<file path="src/rtl/wrtbm_pkg.sv">
`timescale 1ns / 1ps
`default_nettype none
// ----------------------------------------------------------------------------
// wrtbm_pkg
// Shared types, constants and helpers for the wildcard rule table.
// ----------------------------------------------------------------------------
package wrtbm_pkg;

	localparam int MAX_ENTRIES_D = 32;
	localparam int KIND_COUNT    = 6;
	localparam int ACTION_COUNT  = 16;
	localparam int ID_FIELDS     = 6;

	localparam logic [31:0] WILD_ID = 32'hFFFF_FFFF;

	typedef enum logic [1:0] {
		OP_CLR  = 2'd0,
		OP_REG  = 2'd1,
		OP_FIND = 2'd2
	} op_t;

	typedef enum logic [1:0] {
		ST_OK      = 2'd0,
		ST_INV     = 2'd1,
		ST_FULL    = 2'd2,
		ST_NOMATCH = 2'd3
	} status_t;

	// ids[0] definition .. ids[5] component
	typedef struct packed {
		logic [2:0]                     kind;
		logic [7:0]                     action;
		logic [ID_FIELDS-1:0][31:0]     ids;
	} rule_key_t;

	// transaction token walking down the cell row
	typedef struct packed {
		logic        valid;
		op_t         op;
		logic        kv;
		logic        done;
		logic        append;
		logic        have;
		logic [5:0]  spec;
		logic [31:0] fh;
		logic [31:0] fc;
		rule_key_t   key;
	} tok_t;

	function automatic logic [5:0] spec_of(input rule_key_t k);
		logic [5:0] s;
		s = '0;
		for (int j = 0; j < ID_FIELDS; j++) begin
			s[ID_FIELDS-1-j] = (k.ids[j] != WILD_ID);
		end
		return s;
	endfunction

	function automatic logic key_ok(input rule_key_t k);
		logic ok;
		ok = (k.kind >= 3'd1) && (k.kind <= 3'(KIND_COUNT)) &&
			(k.action >= 8'd1) && (k.action <= 8'(ACTION_COUNT));
		for (int j = 0; j < ID_FIELDS; j++) begin
			ok = ok && (!k.ids[j][31] || k.ids[j] == WILD_ID);
		end
		return ok;
	endfunction

endpackage
`default_nettype wire

</file>
<file path="src/rtl/wrtbm_cell.sv">
`timescale 1ns / 1ps
`default_nettype none
// ----------------------------------------------------------------------------
// wrtbm_cell
// One rule slot. Holds a key and handler, updates the passing token.
// ----------------------------------------------------------------------------
module wrtbm_cell
	import wrtbm_pkg::*;
#(
	parameter int MAX_ENTRIES = MAX_ENTRIES_D,
	parameter int IDX         = 0,
	localparam int CW = $clog2(MAX_ENTRIES + 1),
	localparam int IW = (MAX_ENTRIES > 1) ? $clog2(MAX_ENTRIES) : 1
) (
	input  wire logic          clk,
	input  wire logic          arst_n,
	input  wire logic          adv,
	input  wire logic [CW-1:0] count,
	input  wire tok_t          tok_in,
	input  wire logic [IW-1:0] idx_in,
	output tok_t               tok_out,
	output logic [IW-1:0]      idx_out
);

	localparam logic [CW-1:0] IDX_C = CW'(IDX);
	localparam logic [IW-1:0] IDX_I = IW'(IDX);

	rule_key_t   key_q;
	logic [5:0]  spec_q;
	logic [31:0] hnd_q;
	logic [31:0] ctx_q;
	tok_t        tok_q;
	logic        vld_q;
	logic [IW-1:0] idx_q;

	tok_t          nxt;
	logic [IW-1:0] nidx;
	logic          wr_hnd;
	logic          wr_key;
	logic          used;
	logic          eq;
	logic          hit;

	always_comb begin
		used = (IDX_C < count);
		eq   = used && (key_q == tok_in.key);
		hit  = used && (key_q.kind == tok_in.key.kind) &&
			(key_q.action == tok_in.key.action);
		for (int j = 0; j < ID_FIELDS; j++) begin
			hit = hit && (key_q.ids[j] == WILD_ID || key_q.ids[j] == tok_in.key.ids[j]);
		end
	end

	always_comb begin
		nxt    = tok_in;
		nidx   = idx_in;
		wr_hnd = 1'b0;
		wr_key = 1'b0;
		if (tok_in.valid && tok_in.kv) begin
			case (tok_in.op)
				OP_REG: begin
					if (!tok_in.done) begin
						if (eq) begin
							nxt.done = 1'b1;
							nidx     = IDX_I;
							wr_hnd   = 1'b1;
						end else if (IDX_C == count) begin
							nxt.done   = 1'b1;
							nxt.append = 1'b1;
							nidx       = IDX_I;
							wr_hnd     = 1'b1;
							wr_key     = 1'b1;
						end
					end
				end
				OP_FIND: begin
					if (hit && (!tok_in.have || spec_q > tok_in.spec)) begin
						nxt.have = 1'b1;
						nxt.spec = spec_q;
						nxt.fh   = hnd_q;
						nxt.fc   = ctx_q;
						nidx     = IDX_I;
					end
				end
				default: begin
				end
			endcase
		end
	end

	always_ff @(posedge clk or negedge arst_n) begin
		if (!arst_n) begin
			vld_q <= 1'b0;
		end else if (adv) begin
			vld_q <= tok_in.valid;
		end
	end

	always_ff @(posedge clk) begin
		if (adv) begin
			tok_q <= nxt;
			idx_q <= nidx;
			if (wr_hnd) begin
				hnd_q <= tok_in.fh;
				ctx_q <= tok_in.fc;
			end
			if (wr_key) begin
				key_q  <= tok_in.key;
				spec_q <= spec_of(tok_in.key);
			end
		end
	end

	always_comb begin
		tok_out       = tok_q;
		tok_out.valid = vld_q;
	end

	assign idx_out = idx_q;

endmodule
`default_nettype wire
</file>
<file path="config.mk">
export PLATFORM = sky130hd
export DESIGN_NAME = wrtbm_cell
export DESIGN_NICKNAME = d
export VERILOG_FILES = /design/src/rtl/wrtbm_pkg.sv /design/src/rtl/wrtbm_cell.sv
export SDC_FILE = /design/constraint.sdc
export NUM_CORES = 1
export LEC_CHECK = 0
export BUFFER_PORTS_ARGS = -buffer_cell sky130_fd_sc_hd__buf_4
export CAP_MARGIN = 20
export CELL_PAD_IN_SITES_DETAIL_PLACEMENT = 1
export CELL_PAD_IN_SITES_GLOBAL_PLACEMENT = 1
export CORE_MARGIN = 4
export CORE_UTILIZATION = 43
export DETAILED_ROUTE_END_ITERATION = 12
export GPL_TIMING_DRIVEN = 0
export PLACE_DENSITY = 0.8
export REMOVE_ABC_BUFFERS = 1
export SLEW_MARGIN = 0
export SYNTH_ARGS = -nofsm -noshare
export SYNTH_HDL_FRONTEND = slang
export SYNTH_SLANG_ARGS = --single-unit
export TNS_END_PERCENT = 10
</file>
<file path="constraint.sdc">
create_clock -name clk -period 7.5 [get_ports clk]
set_input_delay 0.375 -clock clk [delete_from_list [all_inputs] [get_ports clk]]
set_output_delay 0.375 -clock clk [all_outputs]
set_load 0.01 [all_outputs]
</file>
# == After elaboration in Yosys (flattened, before gate mapping) ==
# Cells that the tools add are included.
# classes
n_lt_le_gt_ge,2
eq_ne,23
mux,23
reduce_logical,22
# ops
cell,count
equality test 203 bit,1
equality test 32 bit,6
"equality test 32 bit, second input constant",6
"!= test 32 bit, second input constant",6
two-way mux 71 bit,2
two-way mux 73 bit,1
two-way mux 5 bit,5
logical AND 1 bit,11
two-way mux 1 bit,11
one-hot mux 5 bit (2 select lines),1
equality test 8 bit,1
logical OR 1 bit,7
greater-than comparator 6 bit,1
logical NOT 6 bit,1
"< comparator 1 x 6 -> 1 bit, first input constant",1
two-way mux 2 bit,3
AND reduction 2 bit,2
equality test 3 bit,1
"equality test 2 x 1 -> 1 bit, second input constant",1
"equality test 2 bit, second input constant",1
logical NOT 1 bit,1
# word_totals
regBits,558
input_bits,294
output_inout_bits,285
elab_cells,99

# == Depth between registers and ports, before layout ==
# Gate-level depths: netlist of run 1.
# depth
ltp_word,13
mapped_depth,10
depth_no_buf,9

# == Least setup slack after synthesis of run 1 ==
# OpenSTA, ideal clock, no wires.
# synth_timing
path_kind,input-to-reg
startpoint,input port count[3]
endpoint,"register key_q[0] in the netlist's numbering, enable pin"
setup_time_ps,1037
t_arrival_ps,14930
required_time_ps,6463
path_slack_ps,-8468
path_stages,3
n_path_buf,0
path_cell_list,nor4_1 -> nand2_1 -> nor3_1
# synth_via
elab_chain_cells,7
elab_cells_between_ends,9
cone_classes,order compare: 1; mux: 5; reduce/logical: 3
# synth_rtl
item,line_no,source
from (decl),wrtbm_cell.sv:18,"input wire logic [CW-1:0] count,"
< comparator 1 x 6 -> 1 bit / logical NOT 6 bit (equally long branches),"wrtbm_cell.sv:45, wrtbm_cell.sv:67",
logical AND 1 bit / two-way mux 1 bit (equally long branches),"wrtbm_cell.sv:46, wrtbm_cell.sv:67",
two-way mux 1 bit *,wrtbm_cell.sv:63,if (eq) begin
two-way mux 1 bit *,wrtbm_cell.sv:62,if (!tok_in.done) begin
two-way mux 1 bit *,wrtbm_cell.sv:60,case (tok_in.op)
two-way mux 1 bit *,wrtbm_cell.sv:59,if (tok_in.valid && tok_in.kv) begin
AND reduction 2 bit (no source line) *,-,
to (signal assigned),wrtbm_cell.sv:108,key_q <= tok_in.key;
to (decl),wrtbm_cell.sv:28,rule_key_t key_q;
# Every way passes the cells marked *; elsewhere a longest branch is shown, timed or not.
# A chain may end at the register's enable or synchronous reset.

# == Worst setup path in the final report of run 1 ==
# layout_timing
startpoint,input port tok_in[140] in the netlist's numbering
endpoint,"register hnd_q[18], enable pin"
# layout_via
elab_chain_cells,7
# layout_rtl
item,line_no,source
from (decl),wrtbm_cell.sv:19,"input wire tok_t tok_in,"
equality test 203 bit,wrtbm_cell.sv:46,eq = used && (key_q == tok_in.key);
logical AND 1 bit,wrtbm_cell.sv:46,
two-way mux 1 bit,wrtbm_cell.sv:63,
two-way mux 1 bit,wrtbm_cell.sv:62,
two-way mux 1 bit,wrtbm_cell.sv:60,
two-way mux 1 bit,wrtbm_cell.sv:59,
AND reduction 2 bit (no source line),-,
to (signal assigned),wrtbm_cell.sv:104,hnd_q <= tok_in.fh;
to (decl),wrtbm_cell.sv:30,logic [31:0] hnd_q;
# Every way passes these cells.

==> run metrics, run 1 <==
CP max stage cell=nor4_1; Post-Synth Simple-Gate Area=6.39%; Initial Utilization=43.8%; post-synthesis adder-cell area fraction=less than 1%; clk buf depth=3; Chip Width=229 um; worst setup slack after layout=3190 ps; hold_buf cts=267; EDFF count, synth=557; all-layer global routing usage=approximately a third; CP delay by family, top=simple AND/OR/NAND/NOR gates; antenna-violating nets left=0; Skew-Pair Late Insertion Delay=620 ps; most frequent CP cell=buf_6; Critical Setup Path Class=in -> reg; multiplexer share of the synthesized area=3.80%; largest family of logic cells by synthesized area=XOR/XNOR gates; Post-synth top cells=edfxtp_1 (557), xor2_1 (203), nand4_1 (113); Iter 0 DRT Violations=1498; Layout Nets=2330; area leader, netlist=edfxtp_1; die height=229 um; crit path launch type=primary input; root buffer cell=clkbuf_16; pwr dens=235 mW/mm^2; clk sink count=558; Crit path arrival time=4610 ps; # Post-CTS Setup Buffers=0; Final Max Slew Viols=0; FILL cells=4263; Leak=0.0117 uW; Top Ports=between 500 and 600; Gate Count Post-Synth=around 1100; critical path cell sequence=dlygate4sd3_1, buf_4, xor2_1, nor4_1, nand4_1, nor4_1, nand4_1, and2_1, nor3_2, buf_6, buf_6, buf_6, buf_6; top cell type's share of synthesized area=79.5%; HP Class=in -> reg; Max VDD drop=0.233 mV; area delta synth->final=47.4%; Final TNS setup=0 ps; outcome=completed; Compound-Gate Fraction of Synth Area=0.684%; IO Port Bufs=578; first-pass GRT wire length=122000 um; Period Utilization, post-route=a little under three fifths; largest net degree at the start of global routing=114; Slew @ Worst Pin=roughly 1100 ps; Max-Slew Margin vs Limit=between 20 and 30%; Area after DPL=0.0265 mm^2; Req. time, crit path=7810 ps; async set-reset flop share out of synthesis=0.179%; clock-pin transition on the worst setup and hold timing paths=60 ps; vias in the first global route=between 15000 and 20000; #FFs+latches synth=558; num rows=80; Vias/cell=~5.7; fmax=232 MHz; Placement Setup Slack=roughly 3000 ps; top-count cell post-synth=edfxtp_1; HPWL Detailed=48900 um; Core ar.=0.0480 mm^2; CP Capture Type=flop; warnings from Yosys=0; Num CTS Buffers=56; routed wire length=86500 um; synthesized area per cell=roughly 19 um^2; Fin Hold WS=48.9 ps; initial antenna violation count=9; total grt overflow=0; post-CTS resize count=0; Tmin final=4310 ps; total die area=0.0525 mm^2; final hold vios=0; Design Area, Final=0.0310 mm^2; Post-Synth XOR/XNOR Area=8.45%; drt pass-1 iters=6; sequential cell area fraction in the yosys report=79.6%; Final Util=64.5%; Clock H-tree levels=2; DR DRC count=0; Worst Path Buf+Inv=6; RSZ-0062 raised after global routing=no; DR vias=15300; Post-Syn Area=0.0210 mm^2; Max FO, Critical Path=11; routed len/inst=~32 um; post-synth cell types=29; routability cong.=~0.83; CTS tree=yes; # setup viols final=0; Setup Skew=approximately 32 ps; Maximum Capacitance Violations=0; Most used DFF post-synth=edfxtp_1; CP peak stage delay=940 ps; layout cells sized above 1=33.3%; dominant cells by area after synthesis=edfxtp_1 (79%), xor2_1 (8.5%), mux2_1 (3.7%)
==> final timing paths <==
check	cells past startpoint	start	slack, ps	endpoint
setup / recovery	13	tok_in[140]	3190	hnd_q[18]
hold / removal	1	tok_in[158]	50	tok_out[158]
setup reg to reg	11	key_q[140]	3250	hnd_q[18]
hold reg to reg	1	ctx_q[23]	550	tok_out[226]
max in group asynchronous	2	arst_n	7170	vld_q
min in group asynchronous	2	arst_n	240	vld_q
==> through the flow <==
step	total power, uW	cells
floorplan	3800	1094
global placement	4250	2287
detailed placement	4280	2317
CTS	7170	2688
global route	7510	2696
finish	7300	2700
==> cell families after synthesis <==
| kind of cell | Yosys count |
|---|---|
| flip-flops | 558 |
| AND/OR/NAND/NOR | 222 |
| XOR/XNOR | 203 |
| multiplexers | 71 |
| AO/OA/AOI/OAI | 22 |
| buffers and inverters | 18 |
| adder cells (fa/ha/maj) | 8 |
==> worst register-to-register path: stages, from the launching register on <==
cell and delay, ps:
edfxtp_1 440, xor2_1 190, nor4_1 380, nand4_1 220, nor4_1 940, nand4_1 170, and2_1 240, nor3_2 520
buf_6 260, buf_6 210, buf_6 210, buf_6 190
==> flip-flops by register name, indices dropped and copies added, names as in the netlist <==
signal and flops:
tok_out 279, idx_out 5, key_q 203, vld_q 1, hnd_q 32, ctx_q 32
spec_q 6
==> cells in the final DEF, fill, tap and decap left out, types with 6 or more instances in the layout <==
cell type        n
buf_4          577
buf_6           20
buf_8            6
clkbuf_1        15
clkbuf_16       58
clkinv_1        11
clkinv_2        12
diode_2         11
dlygate4sd3_1  267
edfxtp_1       557
ha_1             8
inv_1           10
mux2_1          70
nand2_1         15
nand4_1        113
nor4_1          77
o21ai_0          7
xor2_1         203
==> where the power goes <==
part           internal [uW]  leakage (uW)  switching (uW)  total [uW]
Clock                   1590      0.000875            1310        2900
Combinational            380       0.00553             385         766
Sequential              3570       0.00526            61.1        3630
==> layer usage <==
layer / vias up / track usage, % / part of all wire [%] / wire length, um
li1: 6292 / - / - / -
met1: 7817 / 34.9 / 34 / 29500
met2: 1008 / 57.1 / 53 / 45500
met3: 201 / 8.33 / 8.7 / 7530
met4: 0 / 13.5 / 4.6 / 3950
met5: - / 0 / 0 / 0
==> layout make-up <==
class | instances | area, um^2 | share of cell area [%]
clock buffers | 73 | 1510 | 4.86
well taps | 615 | 769 | 2.48
multi-input cells | 526 | 4180 | 13.5
clock inverters | 31 | 283 | 0.912
diodes | 11 | 27.5 | 0.0888
flip-flops and latches | 558 | 16800 | 54.0
repair buffers | 876 | 7460 | 24.1
inverters | 10 | 37.5 | 0.121
No activity file was read; power rests on OpenSTA's default activity.
==> run 2, diff against run 1 <==
clock period = 4.4 ns   (was 7.5 ns; I/O delays follow)
==> run 2 against run 1 <==
Combinational power grew 74%. Die area is the same. Critical endpoint is now ctx_q[24]. Non-clock buffer count grew 20.
==> run metrics, run 2 (synthesis results as in run 1) <==
Critical Setup Path Class=reg -> reg; routability cong.=0.825 (unchanged); Maximum Capacitance Violations=0 (unchanged); CTS tree=yes; Iter 0 DRT Violations=1494 (-0.27%); max reg flops=279 (unchanged); crit path launch type=flop; first-pass GRT wire length=125000 um (+2.9%); clk buf depth=3 (unchanged); R2R depth=11 (unchanged); Initial Utilization=43.8% (unchanged); Core ar.=0.0480 mm^2 (unchanged); Layout Nets=2350 (+0.86%); CP max stage cell=nor3_1; most frequent CP cell=buf_6; total grt overflow=0 (unchanged); clock-pin transition on the worst setup and hold timing paths=70 ps (about the same); die height=229 um (unchanged); Skew-Pair Late Insertion Delay=620 ps (about the same); largest net degree at the start of global routing=114 (unchanged); Num CTS Buffers=56 (unchanged); CP delay by family, top=simple AND/OR/NAND/NOR gates; HPWL Detailed=48900 um (unchanged); layout cells sized above 1=33.1% (-0.22 points); Clock H-tree levels=2 (unchanged); Final TNS setup=0 ps (unchanged); reg2reg setup slack=210 ps (-3040 ps); DR DRC count=0 (unchanged); most frequent cells in the layout=buf_4 (578), edfxtp_1 (557), dlygate4sd3_1 (286); final hold vios=0 (unchanged); total die area=0.0525 mm^2 (unchanged); initial antenna violation count=11 (+2); Chip Width=229 um (unchanged); clk sink count=558 (unchanged); CP peak stage delay=680 ps (-260 ps); Final Util=64.9% (+0.40 points); Period Utilization, post-route=a little over nine tenths; r2r startpoint=key_q[118]; worst setup slack after layout=208 ps (-2990 ps); commonest non-fill, non-tap cell in the layout=buf_4; total power=12500 uW (+71%); critical path cell sequence=xor2_1, nor4_1, nand4_1, nor3_1, nand4_1, and2_1, nor3_2, buf_6, buf_6, buf_6, buf_6; Vias/cell=5.73 (+0.95%); Top Ports=579 (unchanged); routed wire length=87900 um (+1.6%); outcome=completed; Tmin final=4190 ps; Placement Setup Slack=26.8 ps (-2960 ps); RSZ-0062 raised after global routing=no; drt pass-1 iters=5 (-1); Req. time, crit path=4710 ps (-3100 ps); DR vias=15500 (+1.5%); Design Area, Final=0.0312 mm^2 (+0.62%); Max VDD drop=0.375 mV (+61%); vias in the first global route=17100 (+1.7%); Leak=0.0117 uW (+0.73%); Max-Slew Margin vs Limit=27.3% (-0.26 points); all-layer global routing usage=32.6% (+1.1 points); Crit path arrival time=4500 ps (-110 ps); Worst Path Buf+Inv=4 (-2); IO Port Bufs=578 (unchanged); Final Max Slew Viols=0 (unchanged); Critical R2R Capture=ctx_q[24]; Slew @ Worst Pin=1080 ps (+3.83 ps); num rows=80 (unchanged); Setup Skew=24.0 ps (-7.95 ps); # setup viols final=0 (unchanged); root buffer cell=clkbuf_16; HP Class=in -> async; area delta synth->final=48.3%; Area after DPL=0.0265 mm^2 (unchanged); antenna-violating nets left=0 (unchanged); CP Capture Type=flop; Max FO, Critical Path=11 (unchanged); pwr dens=400 mW/mm^2 (+70%); fmax=239 MHz; routed len/inst=32.4 um (+1.0%)
==> run 2: cell types whose count changed in the layout (fill, tap and decap cells not counted), sizes merged <==
cell | before | now
dlygate4sd3 | 267 | 286
buf | 609 | 610
diode | 11 | 6
==> run 2: timing repair <==
action                                  in CTS  in global routing
gates cloned                                 0                  0
hold buffers                               286                  0
hold endpoints to repair                   557                  0
setup buffers                                0                  1
gates resized for setup                      1                  0
endpoints found under the setup margin       3                 20
pin swaps                                    0                  1
==> run 2: final cells by class <==
| cell class | instances | area, um^2 |
|---|---|---|
| Fill cell | 4215 | 16800 |
| Sequential cell | 558 | 16800 |
| Timing Repair Buffer | 896 | 7660 |
| Multi-Input combinational cell | 526 | 4180 |
| Clock buffer | 73 | 1510 |
| Tap cell | 615 | 769 |
| Clock inverter | 31 | 283 |
| Inverter | 10 | 37.5 |
| Antenna cell | 6 | 15.0 |
==> run 2: per-stage QoR <==
stage                     std cells  hold WS (ps)
final                          2715          54.5
after CTS                      2707          16.8
after floorplan                1094         -75.6
after detailed placement       2317          1.65
after global placement         2287         0.376
after global routing           2712          35.1
==> run 2: power by group <==
| group | total [uW] | internal, uW | switching, uW |
|---|---|---|---|
| clock | 4940 | 2710 | 2230 |
| combinational | 1330 | 659 | 671 |
| sequential | 6190 | 6090 | 105 |
| total | 12500 | 9460 | 3010 |
==> run 2: how the worst max path moves through the flow <==
stage                    start    endpoint  cells after the start  slack [ps]
floorplan             count[3]    key_q[0]                      3      -11410
global placement           adv  key_q[178]                      3      -19760
detailed placement  key_q[198]   ctx_q[10]                     11          30
CTS                 key_q[189]   hnd_q[18]                     11         250
global route        key_q[198]    hnd_q[5]                     11         170
finish              key_q[118]   ctx_q[24]                     11         210
==> run 2: routing by layer <==
metal / track usage (%) / up-vias / share of wire [%]
met5: 0 / - / 0.080
li1: - / 6318 / -
met1: 36.5 / 7935 / 34
met3: 8.61 / 219 / 9.2
met2: 58.9 / 1067 / 52
met4: 13.5 / 10 / 4.7
